===== src/rtl/pfd_pkg.sv =====
// pfd_pkg: shared types, constants, the header byte function and the conversion function of the pressure frame decoder
// used by pfd_front, pfd_queue, pfd_back and pressure_frame_decoder; no dependencies
package pfd_pkg;

    localparam int NCH       = 3;
    localparam int SHIFT_LEN = 9;
    localparam int QDEPTH    = 2;
    localparam int QPTR_W    = $clog2(QDEPTH);
    localparam int QCNT_W    = $clog2(QDEPTH + 1);

    localparam logic [7:0] HDR_A = 8'h41;
    localparam logic [7:0] HDR_B = 8'h42;
    localparam logic [7:0] HDR_C = 8'h43;

    localparam logic [1:0] HDR_LAST  = 2'd2;
    localparam logic [3:0] PAY_LAST  = 4'd10;

    localparam int CH_METHANE  = 0;
    localparam int CH_OXIDIZER = 1;
    localparam int CH_HELIUM   = 2;

    localparam logic [31:0] GAIN_RESET   = 32'h0001_0000;
    localparam logic [31:0] OFFSET_RESET = 32'h0000_0000;
    localparam logic [31:0] SAT_MAX      = 32'h7fff_ffff;
    localparam logic [31:0] SAT_MIN      = 32'h8000_0000;

    typedef enum logic [2:0] {
        REG_METHANE_GAIN    = 3'd0,
        REG_METHANE_OFFSET  = 3'd1,
        REG_OXIDIZER_GAIN   = 3'd2,
        REG_OXIDIZER_OFFSET = 3'd3,
        REG_HELIUM_GAIN     = 3'd4,
        REG_HELIUM_OFFSET   = 3'd5
    } pfd_reg_e;

    typedef struct packed {
        logic [31:0]           stamp;
        logic [NCH-1:0][15:0]  raw;
    } pfd_frame_t;

    typedef struct packed {
        logic [31:0]           stamp;
        logic [NCH-1:0][31:0]  pressure;
    } pfd_result_t;

    typedef struct packed {
        logic [31:0] gain;
        logic [31:0] offset;
    } pfd_coef_t;

    typedef struct packed {
        logic              full;
        logic [QCNT_W-1:0] count;
    } pfd_qstat_t;

    function automatic logic [7:0] pfd_hdr_byte(input logic [1:0] idx);
        logic [7:0] b;
        case (idx)
            2'd0:    b = HDR_A;
            2'd1:    b = HDR_B;
            default: b = HDR_C;
        endcase
        return b;
    endfunction

    // product minus signed offset, clamped to signed 32 bits
    function automatic logic [31:0] pfd_convert(input logic [47:0] prod,
                                                input logic [31:0] offset);
        logic signed [49:0] r;
        logic [31:0]        res;
        r = $signed({2'b00, prod}) - $signed({{18{offset[31]}}, offset});
        if (r[49:31] == {19{1'b0}} || r[49:31] == {19{1'b1}})
        begin
            res = r[31:0];
        end
        else if (r[49])
        begin
            res = SAT_MIN;
        end
        else
        begin
            res = SAT_MAX;
        end
        return res;
    endfunction

endpackage


===== src/rtl/pressure_frame_decoder.sv =====
// pressure_frame_decoder: top level with configuration registers and assertions
// depends on pfd_pkg, pfd_front, pfd_queue and pfd_back
//
// Serial bytes enter one per cycle on rx_byte while in_stall is low; the decoder hunts for the
// header "ABC", then collects an 11-byte payload and emits one result per frame: the
// little-endian timestamp from payload bytes two to five and three pressures, each raw count
// times gain minus offset in signed Q16.16, clamped to 32 bits. After the last payload byte is
// accepted, the frame passes through the two-entry frame queue and the multiply stage, whose
// product is offset and clamped straight into the output register. Input stall rises only
// while that queue is full, which takes a long output stall with the output register, the
// multiply stage and both queue entries all holding frames. Gain and offset registers are
// written through cfg_we, cfg_index and cfg_data while no frame is in flight; the user must
// keep to this, as the block itself leaves it unenforced. Indexes six and seven are ignored.
module pressure_frame_decoder
    import pfd_pkg::*;
(
    input  logic               clk,
    input  logic               rst_n,
    input  logic               in_valid,
    output logic               in_stall,
    input  logic [7:0]         rx_byte,
    output logic               out_valid,
    input  logic               out_stall,
    output logic [31:0]        frame_time,
    output logic signed [31:0] methane_pressure,
    output logic signed [31:0] oxidizer_pressure,
    output logic signed [31:0] helium_pressure,
    input  logic               cfg_we,
    input  logic [2:0]         cfg_index,
    input  logic [31:0]        cfg_data
);

    pfd_coef_t   coef_reg [NCH];
    pfd_frame_t  front_frame, queue_frame;
    pfd_qstat_t  qstat;
    pfd_result_t result;
    logic        push, pop, queue_valid;

    always_ff @(posedge clk or negedge rst_n)
    begin
        if (!rst_n)
        begin
            for (int i = 0; i < NCH; i++)
            begin
                coef_reg[i].gain   <= GAIN_RESET;
                coef_reg[i].offset <= OFFSET_RESET;
            end
        end
        else if (cfg_we)
        begin
            unique case (cfg_index)
                REG_METHANE_GAIN:    coef_reg[CH_METHANE].gain    <= cfg_data;
                REG_METHANE_OFFSET:  coef_reg[CH_METHANE].offset  <= cfg_data;
                REG_OXIDIZER_GAIN:   coef_reg[CH_OXIDIZER].gain   <= cfg_data;
                REG_OXIDIZER_OFFSET: coef_reg[CH_OXIDIZER].offset <= cfg_data;
                REG_HELIUM_GAIN:     coef_reg[CH_HELIUM].gain     <= cfg_data;
                REG_HELIUM_OFFSET:   coef_reg[CH_HELIUM].offset   <= cfg_data;
                default:             ;
            endcase
        end
    end

    pfd_front u_front (
        .clk      (clk),
        .rst_n    (rst_n),
        .in_valid (in_valid),
        .in_stall (in_stall),
        .rx_byte  (rx_byte),
        .qstat    (qstat),
        .push     (push),
        .frame    (front_frame)
    );

    pfd_queue u_queue (
        .clk    (clk),
        .rst_n  (rst_n),
        .push   (push),
        .wdata  (front_frame),
        .pop    (pop),
        .rvalid (queue_valid),
        .rdata  (queue_frame),
        .qstat  (qstat)
    );

    pfd_back u_back (
        .clk         (clk),
        .rst_n       (rst_n),
        .frame_valid (queue_valid),
        .frame       (queue_frame),
        .pop         (pop),
        .coef        (coef_reg),
        .out_valid   (out_valid),
        .out_stall   (out_stall),
        .result      (result)
    );

    assign frame_time        = result.stamp;
    assign methane_pressure  = $signed(result.pressure[CH_METHANE]);
    assign oxidizer_pressure = $signed(result.pressure[CH_OXIDIZER]);
    assign helium_pressure   = $signed(result.pressure[CH_HELIUM]);

    a_queue_bound: assert property (@(posedge clk) disable iff (!rst_n)
        qstat.count <= QCNT_W'(QDEPTH))
        else $error("frame queue count beyond depth");

    a_push_room: assert property (@(posedge clk) disable iff (!rst_n)
        push |-> !qstat.full)
        else $error("frame pushed into a full queue");

    a_push_lands: assert property (@(posedge clk) disable iff (!rst_n)
        push |=> queue_valid)
        else $error("pushed frame missing from queue");

    a_pop_valid: assert property (@(posedge clk) disable iff (!rst_n)
        pop |-> qstat.count != '0)
        else $error("frame taken from an empty queue");

endmodule


===== src/rtl/pfd_front.sv =====
// pfd_front: header hunt and payload collection, one byte per cycle while the frame queue is not full
// depends on pfd_pkg; pushes finished frames into pfd_queue
module pfd_front
    import pfd_pkg::*;
(
    input  logic       clk,
    input  logic       rst_n,
    input  logic       in_valid,
    output logic       in_stall,
    input  logic [7:0] rx_byte,
    input  pfd_qstat_t qstat,
    output logic       push,
    output pfd_frame_t frame
);

    logic [1:0] hm_reg, hm_next;
    logic       in_payload_reg, in_payload_next;
    logic [3:0] count_reg, count_next;
    logic [SHIFT_LEN-1:0][7:0] shift_reg, shift_next;

    logic       accept;
    logic [1:0] hm_cur;
    logic [3:0] cnt_cur;

    assign in_stall = qstat.full;
    assign accept   = in_valid && !qstat.full;

    always_comb
    begin
        hm_next         = hm_reg;
        in_payload_next = in_payload_reg;
        count_next      = count_reg;
        shift_next      = shift_reg;
        push            = 1'b0;
        hm_cur          = (hm_reg > HDR_LAST) ? 2'd0 : hm_reg;
        cnt_cur         = (count_reg > PAY_LAST) ? 4'd0 : count_reg;
        if (accept)
        begin
            if (!in_payload_reg)
            begin
                if (rx_byte == pfd_hdr_byte(hm_cur))
                begin
                    if (hm_cur == HDR_LAST)
                    begin
                        hm_next         = 2'd0;
                        in_payload_next = 1'b1;
                        count_next      = 4'd0;
                    end
                    else
                    begin
                        hm_next = hm_cur + 2'd1;
                    end
                end
                else
                begin
                    hm_next = (rx_byte == HDR_A) ? 2'd1 : 2'd0;
                end
            end
            else
            begin
                shift_next = {shift_reg[SHIFT_LEN-2:0], rx_byte};
                if (cnt_cur == PAY_LAST)
                begin
                    push            = 1'b1;
                    in_payload_next = 1'b0;
                    count_next      = 4'd0;
                    hm_next         = 2'd0;
                end
                else
                begin
                    count_next = cnt_cur + 4'd1;
                end
            end
        end
    end

    // on the last byte the shift line holds payload bytes two to ten, newest first
    assign frame.stamp            = {shift_reg[5], shift_reg[6], shift_reg[7], shift_reg[8]};
    assign frame.raw[CH_METHANE]  = {shift_reg[3], shift_reg[4]};
    assign frame.raw[CH_OXIDIZER] = {shift_reg[1], shift_reg[2]};
    assign frame.raw[CH_HELIUM]   = {rx_byte, shift_reg[0]};

    always_ff @(posedge clk or negedge rst_n)
    begin
        if (!rst_n)
        begin
            hm_reg         <= 2'd0;
            in_payload_reg <= 1'b0;
            count_reg      <= 4'd0;
        end
        else
        begin
            hm_reg         <= hm_next;
            in_payload_reg <= in_payload_next;
            count_reg      <= count_next;
        end
    end

    always_ff @(posedge clk)
    begin
        shift_reg <= shift_next;
    end

endmodule


===== src/rtl/pfd_queue.sv =====
// pfd_queue: two-entry frame queue between front and back
// depends on pfd_pkg
module pfd_queue
    import pfd_pkg::*;
(
    input  logic       clk,
    input  logic       rst_n,
    input  logic       push,
    input  pfd_frame_t wdata,
    input  logic       pop,
    output logic       rvalid,
    output pfd_frame_t rdata,
    output pfd_qstat_t qstat
);

    pfd_frame_t        mem_reg [QDEPTH];
    logic [QPTR_W-1:0] wr_ptr_reg, wr_ptr_next;
    logic [QPTR_W-1:0] rd_ptr_reg, rd_ptr_next;
    logic [QCNT_W-1:0] count_reg, count_next;
    logic              do_push, do_pop;

    assign qstat.full  = (count_reg == QCNT_W'(QDEPTH));
    assign qstat.count = count_reg;
    assign rvalid      = (count_reg != '0);
    assign rdata       = mem_reg[rd_ptr_reg];
    assign do_push     = push && !qstat.full;
    assign do_pop      = pop && rvalid;

    always_comb
    begin
        wr_ptr_next = do_push ? wr_ptr_reg + 1'b1 : wr_ptr_reg;
        rd_ptr_next = do_pop ? rd_ptr_reg + 1'b1 : rd_ptr_reg;
        count_next  = count_reg;
        if (do_push && !do_pop)
        begin
            count_next = count_reg + 1'b1;
        end
        else if (do_pop && !do_push)
        begin
            count_next = count_reg - 1'b1;
        end
    end

    always_ff @(posedge clk or negedge rst_n)
    begin
        if (!rst_n)
        begin
            wr_ptr_reg <= '0;
            rd_ptr_reg <= '0;
            count_reg  <= '0;
        end
        else
        begin
            wr_ptr_reg <= wr_ptr_next;
            rd_ptr_reg <= rd_ptr_next;
            count_reg  <= count_next;
        end
    end

    always_ff @(posedge clk)
    begin
        if (do_push)
        begin
            mem_reg[wr_ptr_reg] <= wdata;
        end
    end

endmodule


===== src/rtl/pfd_back.sv =====
// pfd_back: two-stage conversion, multiply then offset and saturate into the output register
// depends on pfd_pkg; takes frames from pfd_queue
module pfd_back
    import pfd_pkg::*;
(
    input  logic        clk,
    input  logic        rst_n,
    input  logic        frame_valid,
    input  pfd_frame_t  frame,
    output logic        pop,
    input  pfd_coef_t   coef [NCH],
    output logic        out_valid,
    input  logic        out_stall,
    output pfd_result_t result
);

    logic                 s1_valid_reg;
    logic [31:0]          s1_stamp_reg;
    logic [NCH-1:0][47:0] s1_prod_reg, s1_prod_next;
    logic                 out_valid_reg;
    pfd_result_t          result_reg, result_next;
    logic                 s1_load, s2_load;

    assign s2_load = !out_valid_reg || !out_stall;
    assign s1_load = !s1_valid_reg || s2_load;
    assign pop     = frame_valid && s1_load;

    always_comb
    begin
        for (int i = 0; i < NCH; i++)
        begin
            s1_prod_next[i]         = 48'(frame.raw[i]) * 48'(coef[i].gain);
            result_next.pressure[i] = pfd_convert(s1_prod_reg[i], coef[i].offset);
        end
        result_next.stamp = s1_stamp_reg;
    end

    always_ff @(posedge clk or negedge rst_n)
    begin
        if (!rst_n)
        begin
            s1_valid_reg  <= 1'b0;
            out_valid_reg <= 1'b0;
        end
        else
        begin
            if (s1_load)
            begin
                s1_valid_reg <= frame_valid;
            end
            if (s2_load)
            begin
                out_valid_reg <= s1_valid_reg;
            end
        end
    end

    always_ff @(posedge clk)
    begin
        if (pop)
        begin
            s1_stamp_reg <= frame.stamp;
            s1_prod_reg  <= s1_prod_next;
        end
        if (s2_load && s1_valid_reg)
        begin
            result_reg <= result_next;
        end
    end

    assign out_valid = out_valid_reg;
    assign result    = result_reg;

endmodule

===== config.mk =====
export PLATFORM = sky130hd
export DESIGN_NAME = pressure_frame_decoder
export DESIGN_NICKNAME = d
export VERILOG_FILES = /design/src/rtl/pfd_pkg.sv /design/src/rtl/pressure_frame_decoder.sv /design/src/rtl/pfd_front.sv /design/src/rtl/pfd_queue.sv /design/src/rtl/pfd_back.sv
export SDC_FILE = /design/constraint.sdc
export NUM_CORES = 2
export LEC_CHECK = 0
export ABC_AREA = 0
export BUFFER_PORTS_ARGS = -buffer_cell sky130_fd_sc_hd__buf_2
export CAP_MARGIN = 20
export CELL_PAD_IN_SITES_DETAIL_PLACEMENT = 1
export CELL_PAD_IN_SITES_GLOBAL_PLACEMENT = 2
export CORE_MARGIN = 2
export CORE_UTILIZATION = 23
export CTS_BUF_LIST = sky130_fd_sc_hd__clkbuf_8
export CTS_CLUSTER_DIAMETER = 60
export DETAILED_ROUTE_END_ITERATION = 10
export GPL_TIMING_DRIVEN = 0
export PLACE_DENSITY = 0.5
export SLEW_MARGIN = 20
export SYNTH_ARGS = -nofsm -noshare
export SYNTH_HDL_FRONTEND = slang
export SYNTH_SLANG_ARGS = --single-unit

===== constraint.sdc =====
create_clock -name clk -period 12.41 [get_ports clk]
set_clock_uncertainty 0.2 [all_clocks]
set_input_delay 3.1025 -clock clk [delete_from_list [all_inputs] [get_ports clk]]
set_output_delay 3.1025 -clock clk [all_outputs]
set_load 0.005 [all_outputs]

== Yosys cells after proc, flatten, opt, wreduce, memory -nomap -nowiden ==
Memory sizes are Yosys's and may differ from the RTL's.
Cells that the tools add are included.
Operators by class
  $add $sub $neg: 9
  $mul: 3
  magnitude comparators: 2
  eq/ne operators: 15
  muxes and demuxes: 31
  reductions and logical operators: 36
Operators by type and width (number)
  32-bit 2-to-1 mux: 6
  49-bit by 32-bit subtractor with 50-bit output: 3
  16-bit by 32-bit multiplier with 48-bit output: 3
  19-bit equality test (second input constant): 3
  19-bit zero test: 3
  4-bit 2-to-1 mux: 5
  8-bit 2-to-1 mux: 2
  2-bit AND reduction: 8
  2-bit 2-to-1 mux: 7
  1-bit 2-to-1 mux: 10
  8-bit by 7-bit equality test with 1-bit output (second input constant): 1
  8-bit equality test: 1
  2-bit nonzero test: 4
  1-bit logical AND: 7
  3-bit by 2-bit equality test with 1-bit output (second input constant): 2
  3-bit equality test (second input constant): 2
  1-bit zero test: 6
  1-bit logical OR: 5
  2-bit by 1-bit adder with 2-bit output (second input constant): 2
  4-bit by 1-bit adder with 4-bit output (second input constant): 1
  2-bit equality test (second input constant): 2
  4-bit equality test (second input constant): 1
  4-bit > comparator (second input constant): 1
  2-bit one-hot mux with 2 select lines: 1
  other kinds (9): 10
Word-level totals
  register bits: 581
  bits in writable memories: 160
  input port bits: 48
  output and inout port bits: 130
  word-level logic and storage cells: 128
  memories: 1
Memories
  u_queue.mem_reg: depth 2, width 80, rd ports 1, clocked after Yosys merged registers in 0, write ports 1, line pfd_queue.sv:16  | pfd_frame_t mem_reg [QDEPTH];

== Logic depth before layout (Yosys ltp) ==
  word-level depth: 11
  mapped depth: 29
  mapped depth without buffers: 26

== By module ==
A second synthesis with hierarchy kept.
Unflattened totals
  cell total of the unflattened synthesis: 8136
  area, all modules: 83646.5 µm²
Modules (own cells, without submodules)
  pfd_back: times used 1, cells each 7318, area an instance 67144.4 µm², sequential area each 9178.8 µm²
  pressure_frame_decoder: times used 1, cells each 412, area an instance 7368.3 µm², sequential area each 4808.4 µm²
  pfd_queue: times used 1, cells each 268, area an instance 6373.6 µm², sequential area each 4904.7 µm²
  pfd_front: times used 1, cells each 138, area an instance 2760.1 µm², sequential area each 2337.2 µm²

== Least setup slack after synthesis ==
Ideal clock, no wire load.
  path type: input to register
  from: input port out_stall
  to: register u_back.result_reg, in the netlist u_back.result[0], enable pin
  library setup time: 0.811 ns
  arrival: 12.317 ns
  required time: 11.399 ns
  path slack: -0.918 ns
  stages on the path: 1
  path buffers: 0
  path through: a21boi_0
Between the ends
  longest elaborated chain between the ends: 3
RTL lines
  from (decl): line pressure_frame_decoder.sv:23  | input logic out_stall,
  1-bit zero test: line pfd_back.sv:24  | assign s2_load = !out_valid_reg || !out_stall;
  1-bit logical OR: line pfd_back.sv:24
  1-bit logical AND: line pfd_back.sv:65  | if (s2_load && s1_valid_reg)
  to (signal assigned): line pfd_back.sv:67  | result_reg <= result_next;
  to (decl): line pfd_back.sv:21  | pfd_result_t result_reg, result_next;
Every way passes these cells.
A chain may end at the register's enable or synchronous reset.

==> results.toml <==
[run_status]
status = "finished, final reports clean"

[logic_synthesis]
synth_edf_count = 536
syn_nets = 9978
synthCells = 8160
synth.distinct_cells = 95
synth_area_um2 = 82500
ys.flop_type = "edfxtp_1"
ys_ff_latch = 741
seq_area_frac_synth = 0.257
async_flop_share = 0.277
yosys_warnings = 0
avgSynthCellArea_um2 = 10.1

[die]
row_count = 219
die_h_um = 603
core_um2 = 356000
die_w_um = 603
start_util = 0.231
io_pins = 178
die_area_um2 = 364000

[sta]
setup_tns_ns = 0
hold_viol = 0
layout_min_cycle_time_ns = 10.83
maxSlewHeadroom = 0.266
rsz0062_at_grt = "no"
worst_pin_slew_ns = 1.09
max_freq_mhz = 92.3
setup_violations = 0
finalCritPeriodShare = 0.873
slew_violations = 0

[global_route]
grt_pass1_vias = 66800
grt_pass1_wl_mm = 466
grt_overflow = 0
grt_util_all_layers = 0.175
antenna_found_initial = 43
grt_max_degree = 81

[place]
gp_congestion = 0.844
dp_hpwl_mm = 258
io_buffers = 176

[worst_setup_path]
crit_arrival_ns = 11.26
critPathCaptureType = "flop"
critPathKind = "flop to flop"
path_max_fanout = 10
cp-start-kind = "flop"
reg2reg_slack_ns = 1.58
rr_worst_depth = 26
worstPathRequired_ns = 12.84

[finish]
largest_reg_flops = 192
drive_gt1_frac = 0.0895
final_common_cell = "inv_1"
final_cell_mix = "inv_1 (1509), fa_1 (1257), nand2_1 (1118)"
nNetsFinal = 10300
area_growth_pct = 12.7
post-route-util = 0.261

[detailed_routing]
vias = 59100
drtIter0Drc = 2881
drc = 0
firstDrtPassIters = 5
vias_per_cell = 4.40
ant_nets = 0
wirelength_mm = 316
routedWlPerCell_um = 23.5

[clock_tree]
post_cts_buffers = 0
clock_path_buffers = 4
cts_tree = "done"
clk_latency_ns = 0.96
cts.clk_slew.worst_paths_ns = 0.07
cts_resized = 0
hold_buffers = 0
clock-sinks = 741
htreeDepth = 4
cts_buffers = 151
clockRootBuffer = "clkbuf_8"

[run]
maxCapViolations = 0

[min_path]
hold_depth = 0
hp-class = "flop to flop"
stage by stage:
step | hold slack (ns) | setup WS [ns] | cell area [µm²] | std cells
after floorplan | 0.200 | 2.62 | 82500 | 8160
after global placement | 0.203 | -2.57 | 89300 | 13100
after detailed placement | 0.206 | 1.69 | 89900 | 13100
after CTS | 0.220 | 1.55 | 92900 | 13400
after global routing | 0.217 | 1.19 | 93000 | 13400
final | 0.208 | 1.58 | 93000 | 13400
metal layers:
layer	routed length, µm	vias up	track usage
li1	-	26700	-
met1	135000	31200	0.220
met2	160000	892	0.315
met3	10800	309	0.0180
met4	9760	0	0.0478
met5	0	-	0
logic make-up after synthesis:
| kind of cell | after synthesis | share of synthesized area |
|---|---|---|
| compound gates | 1033 | 0.0798 |
| flops | 741 | 0.257 |
| xor+xnor | 262 | 0.0278 |
| buf+inv | 1832 | 0.0854 |
| mux | 246 | 0.0336 |
| fa+ha+maj | 1770 | 0.383 |
| simple gates | 2276 | 0.133 |
final cells by class:
cell class                 instances  area, µm²
multi-input combinational       5587      54300
clock inverter                   112        752
buffer                           365       1550
timing repair buffer             205       1370
tap                             4751       5940
sequential                       741      21200
inverter                        1467       5520
clock buffer                     163       2240
antenna                           50        125
fill                           40600     263000
synthesized netlist by cell type (all sizes together), types with 52 or more instances:
library cell	n	share of area
a21oi	289	0.018
edfxtp	536	0.20
ha	513	0.078
a21o	147	0.013
fa	1257	0.30
nand3	54	0.0033
o21ai	293	0.019
inv	1466	0.067
xnor2	160	0.017
and2	649	0.049
mux2	243	0.033
nor3	56	0.0035
clkbuf	328	0.015
xor2	102	0.011
nand4	63	0.0048
o21bai	52	0.0048
dfrtp	202	0.061
nor2	156	0.0071
nand2	1118	0.051
path summary, 6_finish.rpt:
check | start | to
max in group asynchronous | rst_n | coef_reg[8]
worst min-delay path | u_front.frame[51] | u_queue.mem_reg[0][51]
worst min register to register | u_front.frame[51] | u_queue.mem_reg[0][51]
min in group asynchronous | rst_n | coef_reg[151]
worst max-delay path | u_queue.rd_ptr_reg | u_back.s1_prod_reg[94]
worst max register to register | u_queue.rd_ptr_reg | u_back.s1_prod_reg[94]
worst max-delay path, stage by stage, from the launching register on:
cell	delay (ns)
dfrtp_1	0.33
clkbuf_1	0.42
clkbuf_1	0.64
mux2_2	0.57
clkbuf_1	0.69
nand2_1	0.19
fa_1	0.58
inv_1	0.06
fa_1	0.48
fa_1	0.57
fa_1	0.43
fa_1	0.49
inv_1	0.05
fa_1	0.56
inv_1	0.06
ha_1	0.36
a21o_1	0.23
a21o_1	0.18
a21o_1	0.19
a2111oi_0	0.67
nor2_1	0.16
a21oi_1	0.36
a211oi_1	0.28
o2111a_1	0.35
nor3b_1	0.69
o21ai_0	0.20
xor2_1	0.49
Power is not shown: default switching activity piles up to over one toggle a cycle in this logic, so the estimate is an artifact.
